### config.mk
export PLATFORM = sky130hd
export DESIGN_NAME = jfrtw_ctrl
export DESIGN_NICKNAME = d
export VERILOG_FILES = /design/src/sv/jfrtw_pkg.sv /design/src/sv/jfrtw_ctrl.sv
export SDC_FILE = /design/constraint.sdc
export NUM_CORES = 1
export LEC_CHECK = 0
export BUFFER_PORTS_ARGS = -buffer_cell sky130_fd_sc_hd__buf_2
export CAP_MARGIN = 10
export CORE_AREA = 5 5 42 44
export CTS_BUF_LIST = sky130_fd_sc_hd__clkbuf_8
export DETAILED_ROUTE_END_ITERATION = 8
export DIE_AREA = 0 0 47 49
export SLEW_MARGIN = 20
export SYNTH_ARGS = -nofsm -noshare
export SYNTH_HDL_FRONTEND = slang
export SYNTH_SLANG_ARGS = --single-unit
export TNS_END_PERCENT = 5
### constraint.sdc
create_clock -name clock -period 1.75 [get_ports clock]
set_clock_uncertainty 0.05 [all_clocks]
set_input_delay 0.4375 -clock clock [delete_from_list [all_inputs] [get_ports clock]]
set_output_delay 0.4375 -clock clock [all_outputs]
set_load 0.02 [all_outputs]
### src/sv/jfrtw_pkg.sv
// ----------------------------------------------------------------------------
// jfrtw_pkg: shared types and constants of the job frame receiver
// Holds the function codes, the frame constants, the controller state type
// and the command and status bundles between controller and datapath.
// ----------------------------------------------------------------------------
package jfrtw_pkg;

   // Function codes carried in the input item's tuser field.
   typedef enum logic [1:0] {
      FUNC_BYTE = 2'd0,
      FUNC_TICK = 2'd1,
      FUNC_READ = 2'd2,
      FUNC_NONE = 2'd3
   } func_type;

   // Frame layout constants.
   localparam logic [7:0]  HEADER_BYTE   = 8'hFB;
   localparam int          PAYLOAD_BYTES = 12;
   localparam logic [3:0]  LAST_INDEX    = 4'(PAYLOAD_BYTES - 1);
   localparam logic [15:0] TIMEOUT_RESET = 16'd200;
   localparam logic [15:0] TIMEOUT_MAX   = 16'hFFFF;
   localparam logic [7:0]  NIBBLE_MASK   = 8'hF0;
   localparam logic [7:0]  ZERO_RAMP_LOW = 8'h01;

   // Controller states.
   typedef enum logic [2:0] {
      ST_IDLE,
      ST_TBL_RD,
      ST_TBL_CAP,
      ST_RUN_RD,
      ST_RUN_WR,
      ST_DONE
   } state_type;

   // Commands from the controller to the datapath.
   typedef struct packed {
      logic accept;
      logic tbl_rd;
      logic tbl_cap;
      logic run_rd;
      logic run_wr;
      logic out_load;
   } cmd_type;

   // Status from the datapath to the controller.
   typedef struct packed {
      logic frame_ok;
      logic read_hit;
      logic run_last;
      logic out_free;
   } status_type;

endpackage

### src/sv/jfrtw_ctrl.sv
// ----------------------------------------------------------------------------
// jfrtw_ctrl: controller of the job frame receiver
// Sequences item acceptance, table reads, the record write run of a
// completed frame and the hand-over of the result to the output register.
// ----------------------------------------------------------------------------
module jfrtw_ctrl
   import jfrtw_pkg::*;
(
   input  logic       clock,
   input  logic       reset,
   input  logic       req_tvalid,
   output logic       req_tready,
   input  status_type status,
   output cmd_type    cmd
);

   state_type state_ff;
   state_type state_in;

   // State register.
   always_ff @(posedge clock) begin
      if (reset) begin
         state_ff <= ST_IDLE;
      end else begin
         state_ff <= state_in;
      end
   end

   // Next state.
   always_comb begin
      state_in = state_ff;
      unique case (state_ff)
         ST_IDLE: begin
            if (req_tvalid) begin
               priority if (status.frame_ok) begin
                  state_in = ST_RUN_RD;
               end else if (status.read_hit) begin
                  state_in = ST_TBL_RD;
               end else begin
                  state_in = ST_DONE;
               end
            end
         end
         ST_TBL_RD:  state_in = ST_TBL_CAP;
         ST_TBL_CAP: state_in = ST_DONE;
         ST_RUN_RD:  state_in = ST_RUN_WR;
         ST_RUN_WR: begin
            state_in = status.run_last ? ST_DONE : ST_RUN_RD;
         end
         ST_DONE: begin
            if (status.out_free) begin
               state_in = ST_IDLE;
            end
         end
         default: state_in = ST_IDLE;
      endcase
   end

   // Outputs.
   always_comb begin
      cmd        = '0;
      req_tready = 1'b0;
      unique case (state_ff)
         ST_IDLE: begin
            req_tready = 1'b1;
            cmd.accept = req_tvalid;
         end
         ST_TBL_RD:  cmd.tbl_rd  = 1'b1;
         ST_TBL_CAP: cmd.tbl_cap = 1'b1;
         ST_RUN_RD:  cmd.run_rd  = 1'b1;
         ST_RUN_WR:  cmd.run_wr  = 1'b1;
         ST_DONE:    cmd.out_load = status.out_free;
         default: ;
      endcase
   end

endmodule

---- Word level (Yosys, flattened, before mapping) ----
Cells that the tools add are included.
word-level totals
  bits in registers ....................... 3
  bits of input ports ..................... 7
  output and inout bits ................... 7
  word-level logic and storage cells ...... 23
cells by class
  eq/ne operators ......................... 7
  muxes and demuxes ....................... 13
  reduce and logical (&&, ||, !) cells .... 2
operator list
  kind                  count
  $pmux W3 S6           1
  $mux W3               5
  $mux W1               7
  $eq A3 B2 Y1 const B  2
  $eq A3 B3 Y1 const B  2
  $ne A2 B2 Y1 const B  2
  $eq A3 B1 Y1 const B  1
  $logic_not A3 Y1      1
  $reduce_and A2 Y1     1

---- Logic depth before layout (Yosys ltp) ----
Gate-level depths: netlist of the first run.
  depth in word-level cells ............... 4
  gate-level depth with buffers ........... 4
  gate-level depth less buffers ........... 3

---- Worst setup path after synthesis of the first run ----
Ideal clock, no wire load.
  path kind ............................... reg-to-output
  from .................................... register state_ff[2]
  to ...................................... output cmd[5] in the netlist's numbering
  arrival ................................. 1344 ps
  data required time ...................... 1262 ps
  slack ................................... -81 ps
  stages on the path, launching flop included .. 4
  buffers on the path ..................... 1
  path through ............................ dfxtp_1 > buf_2 > nor3_1 > and2_1
RTL lines
  what                      RTL line          source
  start: declaration        jfrtw_ctrl.sv:17  state_type state_ff;
  start signal: assignment  jfrtw_ctrl.sv:25  state_ff <= state_in;
  end: declaration          jfrtw_ctrl.sv:14  output cmd_type cmd

==> results list, run 1 <==
- The flow ran to the end, and the final reports show no timing, DRC or antenna violations.
* Clock network latency to the later pin of the worst-skew pair: between 0.2 and 0.25 ns
- The die is 47 um wide.
- The final route contains 250 vias.
- The count of nets left with antenna violations once routing finished came out at 0.
- After detailed routing, the number of vias per cell comes to approximately 4.2.
* Final cycle utilization of the critical path: about 93%
* Slew Viols, Final: 0
* Fraction of final layout cells sized beyond drive strength 1: 56.8%
* LEAKAGE: 0.175 nW
* Worst slack at placement: 0.215 ns
* Post-Route Setup TNS: 0 ns
- Area taken by flip-flops and latches: 63.8 um^2
- The floorplan step defined a die boundary enclosing between 2000 and 2500 um^2.
* Post-synthesis to final-layout area growth: 46.8%
* Series of cell instances along the critical path: and2b_1 > and3_1 > buf_2
- The first global-routing pass estimated 931 um of wire.
- The most used flip-flop cell after synthesis is dfxtp_1.
- The critical path is of the flop to output pin type.
- The initial antenna violation count was 0.
- Number of flip-flops in the largest register: 3
- After synthesis, the mean cell area works out to between 8 and 9 um^2.
* Clock tree root buffer cell: clkbuf_8
* Area taken by multi-input logic gates: 175 um^2
* Synthesized Nets: 37
* Async S/R FF share, synth: 0%
- Setup violations remaining at the end of the flow were counted as 0.
- No sink is reached through more buffers than the 2 on the longest clock path.
- Setup repair after global routing left no endpoint under its margin.
- Clock-pin slew was measured on the worst setup and hold paths at about 0.030 ns.
- EDFF count, synth: 0
- Crit path launch type: flop
- Combinational family with the most area after synthesis: simple AND/OR/NAND/NOR gates
- The core region is roughly 1400 um^2.
- Summing the areas of all fa, ha and maj instances in the mapped netlist gives 0% of the synthesized area.
- Max_cap viols: 0
* Final min period: ~1.6 ns
- Largest registers in the final layout: state_ff: 3 flops
- DRT Pass-1 Iters: 1
- Util after Layout: 26.3%
* Residual overflow from global routing: 0
- Total number of placement rows: 14
- After synthesis the cells add up to 251 um^2.
- In the final routed layout, each cell accounts on average for 8.85 um.
- Count of inserted antenna diode cells: 0
- Die height: between 40 and 50 um
- Power, Total: roughly 0.00046 W
- The count of cells in the finished layout, fillers not included, comes to 60.
- In this run the post-CTS setup repair buffer count came out at 0.
- In this run the number of H-tree levels came out at 1.
- Fraction of synthesized cell area in xor and xnor cells: 0%
* Compound-Gate Fraction of Synth Area: 25.4%
- Port buffering added 13 buffers.
* Fmax achieved: 0.611 GHz
- Number of sinks handled by clock tree synthesis: 3
* CTS tree: yes
- At the pin with the least slew margin, the transition time is between 0.2 and 0.3 ns.
* Count of filler cells inserted in the layout: approximately 170
- Post-synthesis simple-gate area fraction: 42.3%
* Slew HR: 81.9%
- Aggregate routed wire length: 531 um
- Fin nets: 52
* Overall Global Routing Usage: 5.84%
- Peak supply drop: around 0.00032 V
- Number of buffers inserted during clock tree synthesis: 3
- Along the worst path, the maximum fanout reaches 9.
- Entering global routing, the biggest net connects 14 pins.
- In the post-route analysis, the smallest setup slack over all paths is 0.114 ns.
- Via count of the first global-routing pass: about 240
- Type of the tightest min-delay check: input port to flop
* Cell at the slowest stage of the critical path: dfxtp_2
- For this design the ratio of total power to cell area is 1250 nW/um^2.
- The number of hold buffers added after CTS was 0.
- Biggest cell delay along the critical path: 0.39 ns
- For the worst setup path, the data arrival time is between 1 and 1.5 ns.
* Number of I/O pins: 14
* CP required: 1.26 ns
- The portion of synthesized area spent on multiplexers is 0%.
- Count of state elements after synthesis: 3
- Synthesis Warnings: 0
- Counting flops per register, the top entry is state_ff.
* Starting Density: around 18%
- After technology mapping, the gate count stands at 30.
- Worst setup EP type: output pin
- In this run, placement finished with an instance count of 56.
- After detailed routing, the number of remaining DRC violations is 0.
- Sequential cell area fraction in the yosys report: 23.9%
- After the first detailed-routing iteration, the DRC count stood at 0.
- Number of distinct library cell variants in the gate-level netlist after synthesis: 21
- Hold Fails Final Rpt: 0
- At the end of routability-driven placement, the weighted congestion stood at 0.586.
## Yosys cell counts, types with 2 or more instances
cell | n | area share (%)
buf_2 | 2 | 4.0
nor3_1 | 2 | 4.0
dfxtp_1 | 3 | 24
nor2_1 | 3 | 4.5
nor2b_1 | 3 | 7.5
and2_1 | 2 | 5.0
## routing by layer
| metal | global-route usage [%] | share of wire, % | wire, um |
|---|---|---|---|
| met5 | 0 | 0 | 0 |
| met1 | 6.14 | 40 | 210 |
| met2 | 7.69 | 52 | 276 |
| met3 | 3.32 | 8.3 | 44 |
| met4 | 5.53 | 0 | 0 |
## cell families after synthesis
| logic type | after synthesis |
|---|---|
| flops | 3 |
| compound gates | 7 |
| simple gates | 17 |
| buf+inv | 3 |
## metrics by stage
step / hold WS, ns / area [um^2]
finish: 0.410 / 369
global route: 0.421 / 369
CTS: 0.413 / 368
detailed placement: 0.560 / 320
global placement: 0.553 / 320
floorplan: 0.468 / 256
## cell type report
class | count | area share, %
multi-input combinational | 24 | 47.5
timing repair buffer | 13 | 17.6
sequential | 3 | 17.3
clock buffer | 3 | 11.2
tap | 16 | 5.42
clock inverter | 1 | 1.02
## report_power, final
part	internal [W]	leakage, nW	switching [W]	total [W]
Combinational	0.0000727	0.123	0.0000773	0.000150
Sequential	0.0000843	0.0258	0.0000336	0.000118
Clock	0.000149	0.0269	0.0000430	0.000192
## worst max-delay path, delay by kind of cell, from the launching register on
family / cells / cell delay (ns)
buf+inv: 1 / 0.15
simple gates: 2 / 0.38
flops: 1 / 0.39
## final timing paths
path | from | endpoint | slack [ns] | cells after the start
worst min-delay path | reset | state_ff[2] | 0.41 | 2
worst max-delay path | state_ff[1] | cmd[0] | 0.11 | 3
worst max register to register | state_ff[2] | state_ff[2] | 0.46 | 3
worst min register to register | state_ff[1] | state_ff[1] | 0.46 | 1
## cells in the final DEF (no fill, tap or decap), drive strengths merged, types with 2 or more instances in the layout
master | netlist | final
and2 | 2 | 2
buf | 3 | 13
clkbuf | 0 | 3
dfxtp | 3 | 3
nor2 | 3 | 3
nor2b | 3 | 3
nor3 | 2 | 2
## what timing repair did
item	4_1_cts	5_1_grt
gates cloned	0	0
resized for setup	2	1
setup endpoints to repair	2	4
Note: power is estimated with default switching activity, not from simulation.
==> inputs of run 2 (changes only) <==
Settings changed: BUFFER_PORTS_ARGS -buffer_cell sky130_fd_sc_hd__buf_2 to -buffer_cell sky130_fd_sc_hd__clkbuf_2.
==> run 2 against run 1 <==
  * Sequential power hardly changed
  * Non-clock buffer count unchanged
  * Utilization stayed put
  * Total power is 0.23% lower
  * Clock-buffer cell count unchanged
  * Global-route usage rose by 0.35 points
  * Register-to-register slack hardly changed
  * Hold slack better by 0.0047 ns
  * Final cell count stayed put
  * Setup slack lost 0.00099 ns
  * Maximum frequency is essentially flat
  * Design area stayed put
  * Critical path type unchanged
  * Largest cell class unchanged
  * Highest routed layer unchanged
==> results list, run 2 (synthesis results as in run 1) <==
- The flow ran to the end, and the final reports show no timing, DRC or antenna violations.
- Via density: 4.15
- CTS tree: yes
* Post-synthesis to final-layout area growth: 46.8%
* End point of the critical path: cmd[0]
- CTS clk-pin slew, worst paths: 0.03 ns
- Starting Density: 17.9%
* Count of filler cells inserted in the layout: 166
- Vias after detailed routing: about 250
* Number of I/O pins: 14
* Maximum fanout along the worst path: 9
* Number of gates given a new drive strength after cts: 2
- Routability-driven placement finished with a final weighted congestion of 0.581.
* Commonest non-fill, non-tap cells in the layout: clkbuf_2 (13), nor2b_1 (3), nor2_1 (3), clkbuf_8 (3), dfxtp_2 (3)
- Across all register-to-register paths, the minimum setup slack is 0.47 ns.
* Maximum number of pins on one net before global-route repair: 14
- The endpoint identified for the worst register-to-register timing path is state_ff[2].
- Placed wire-length estimate after detailed placement: around 460 um
* NetSw: 0.000154 W
- The critical path starts at state_ff[1].
- Fmax achieved: 0.611 GHz
- Setup violators final: 0
- Slew Viols, Final: 0
- Dividing total power by cell area gives a power density of 1240 nW/um^2.
- Slew @ Worst Pin: 0.270 ns
- Number of sinks handled by clock tree synthesis: 3
* Via count of the first global-routing pass: between 200 and 250
* Clock Path Buffers: 2
- The core region is 1400 um^2.
- The repair_antennas step left the layout with diodes totalling 0.
- The floorplan has 14 rows.
* Number of design rule violations left after detail routing: 0
- Final critical-path setup slack: 0.113 ns
* Final min period: 1.64 ns
* Slew HR: 81.9%
- Hold Fails Final Rpt: 0
- The first global-routing pass estimated approximately 1000 um of wire.
* Proportion of total power due to net switching: about 33%
- In this run, CTS created clock tree buffers numbering 3.
- More flip-flops sit in one register than any other, and that register is state_ff.
- For this block, the initial DRC count from the detailed router was 1.
- Die width: between 40 and 50 um
- The register with the most flip-flops in the layout has 3 of them.
- Per report_power, the clock group accounts for 41.4% of the total.
- Clock tree root buffer cell: clkbuf_8
* Sequential Power Share: 25.9%
- STA classifies the critical path endpoint as an output pin.
* Total Die Area: between 2000 and 2500 um^2
- Worst slack at placement: 0.202 ns
* Worst endpoint data arrival time: about 1.2 ns
- Number of standard cells in the final layout excluding fillers: 60
- Crit path launch type: flop
* Die height: 49 um
- Post-Route Setup TNS: 0 ns
- P_int: ~0.0003 W
- Final routed wire length divided by cell count: about 9.0 um
* Portion of total power attributed to combinational logic: 32.7%
* Number of buffers inserted to repair setup after CTS: 0
- Buffers added on ports: 13
- Worst setup path class: flop to output pin
- Fraction of final layout cells sized beyond drive strength 1: 56.8%
- Largest registers in the final layout: state_ff: 3 flops
- CTS built an H-tree with a depth of 1.
* Startpoint of the worst-slack reg-to-reg timing path: state_ff[2]
* Final cycle utilization of the critical path: 93.5%
- For this run the aggregate overflow at the end of global routing stands at 0.
- Most common cell after layout, fill and taps aside: clkbuf_2
- Before antenna repair, the detailed router went through 2 iterations.
- Once detail routing completed, the nets flagged for antenna violations numbered 0.
* Number of antenna violations at the first check in global routing: 0
- Clock network latency to the later pin of the worst-skew pair: 0.21 ns
- Measured in cells, the most critical reg-to-reg path has a length of 3.
- At the worst endpoint, the required time is between 1 and 1.5 ns.
* LEAKAGE: between 0.15 and 0.2 nW
- Count of hold buffers inserted by post-cts repair: 0
* Number of cells after detailed placement: 56
* Aggregate routed wire length: 540 um
- Across every metal layer, demand over resource in global routing totals 6.19%.
- Max-cap violations in this run came to 0.
- Setup repair after global routing left no endpoint under its margin.
* Peak supply drop: 0.000502 V
- Type of the tightest min-delay check: input port to flop
- Fin nets: 52
[run 2: cell types whose count changed in the layout (fill, tap and decap cells not counted), sizes merged]
cell    before  now
buf         13    0
clkbuf       3   16
[run 2: worst max-delay path, cell delays in order (launching register included)]
cell and delay (ns):
dfxtp_2 0.40, and2b_1 0.22, and3_1 0.17, clkbuf_2 0.15
[run 2: worst min path at each step]
| stage | from | end | slack, ns | cells after the start |
|---|---|---|---|---|
| final | reset | state_ff[2] | 0.42 | 2 |
| after detailed placement | state_ff[1] | state_ff[1] | 0.58 | 1 |
| after CTS | reset | state_ff[2] | 0.41 | 2 |
| after global placement | state_ff[1] | state_ff[1] | 0.58 | 1 |
| after global routing | reset | state_ff[2] | 0.42 | 2 |
| after floorplan | state_ff[1] | state_ff[1] | 0.47 | 2 |
[run 2: final cells by class]
class	instances	area [um^2]	share of cell area, %
sequential	3	63.8	17.3
clock buffer	3	41.3	11.2
multi-input combinational	24	175	47.5
tap	16	20.0	5.42
clock inverter	1	3.75	1.02
timing repair buffer	13	65.1	17.6
[run 2: power by group through the flow]
stage               Clock (W)  Combinational (W)  Sequential (W)
floorplan                   0           0.000148       0.0000883
global placement            0           0.000152        0.000117
detailed placement          0           0.000153        0.000117
CTS                  0.000198           0.000153        0.000118
global route         0.000211           0.000166        0.000125
finish               0.000190           0.000150        0.000119
[run 2: routing by layer]
layer | GRT usage, % | routed length, um | vias to the layer above
met3 | 4.43 | 54 | 0
met5 | 0 | 0 | -
li1 | - | - | 136
met1 | 5.91 | 199 | 106
met2 | 9.05 | 286 | 7
met4 | 4.15 | 0 | 0
[run 2: stage by stage]
step | power (W) | area (um^2) | hold slack [ns] | util [%]
3_5_place_dp | 0.000270 | 320 | 0.585 | 22.9
6_report | 0.000459 | 369 | 0.415 | 26.3
4_1_cts | 0.000469 | 368 | 0.411 | 26.3
5_1_grt | 0.000502 | 369 | 0.423 | 26.3
2_1_floorplan | 0.000237 | 256 | 0.468 | -
3_3_place_gp | 0.000269 | 320 | 0.582 | 22.9
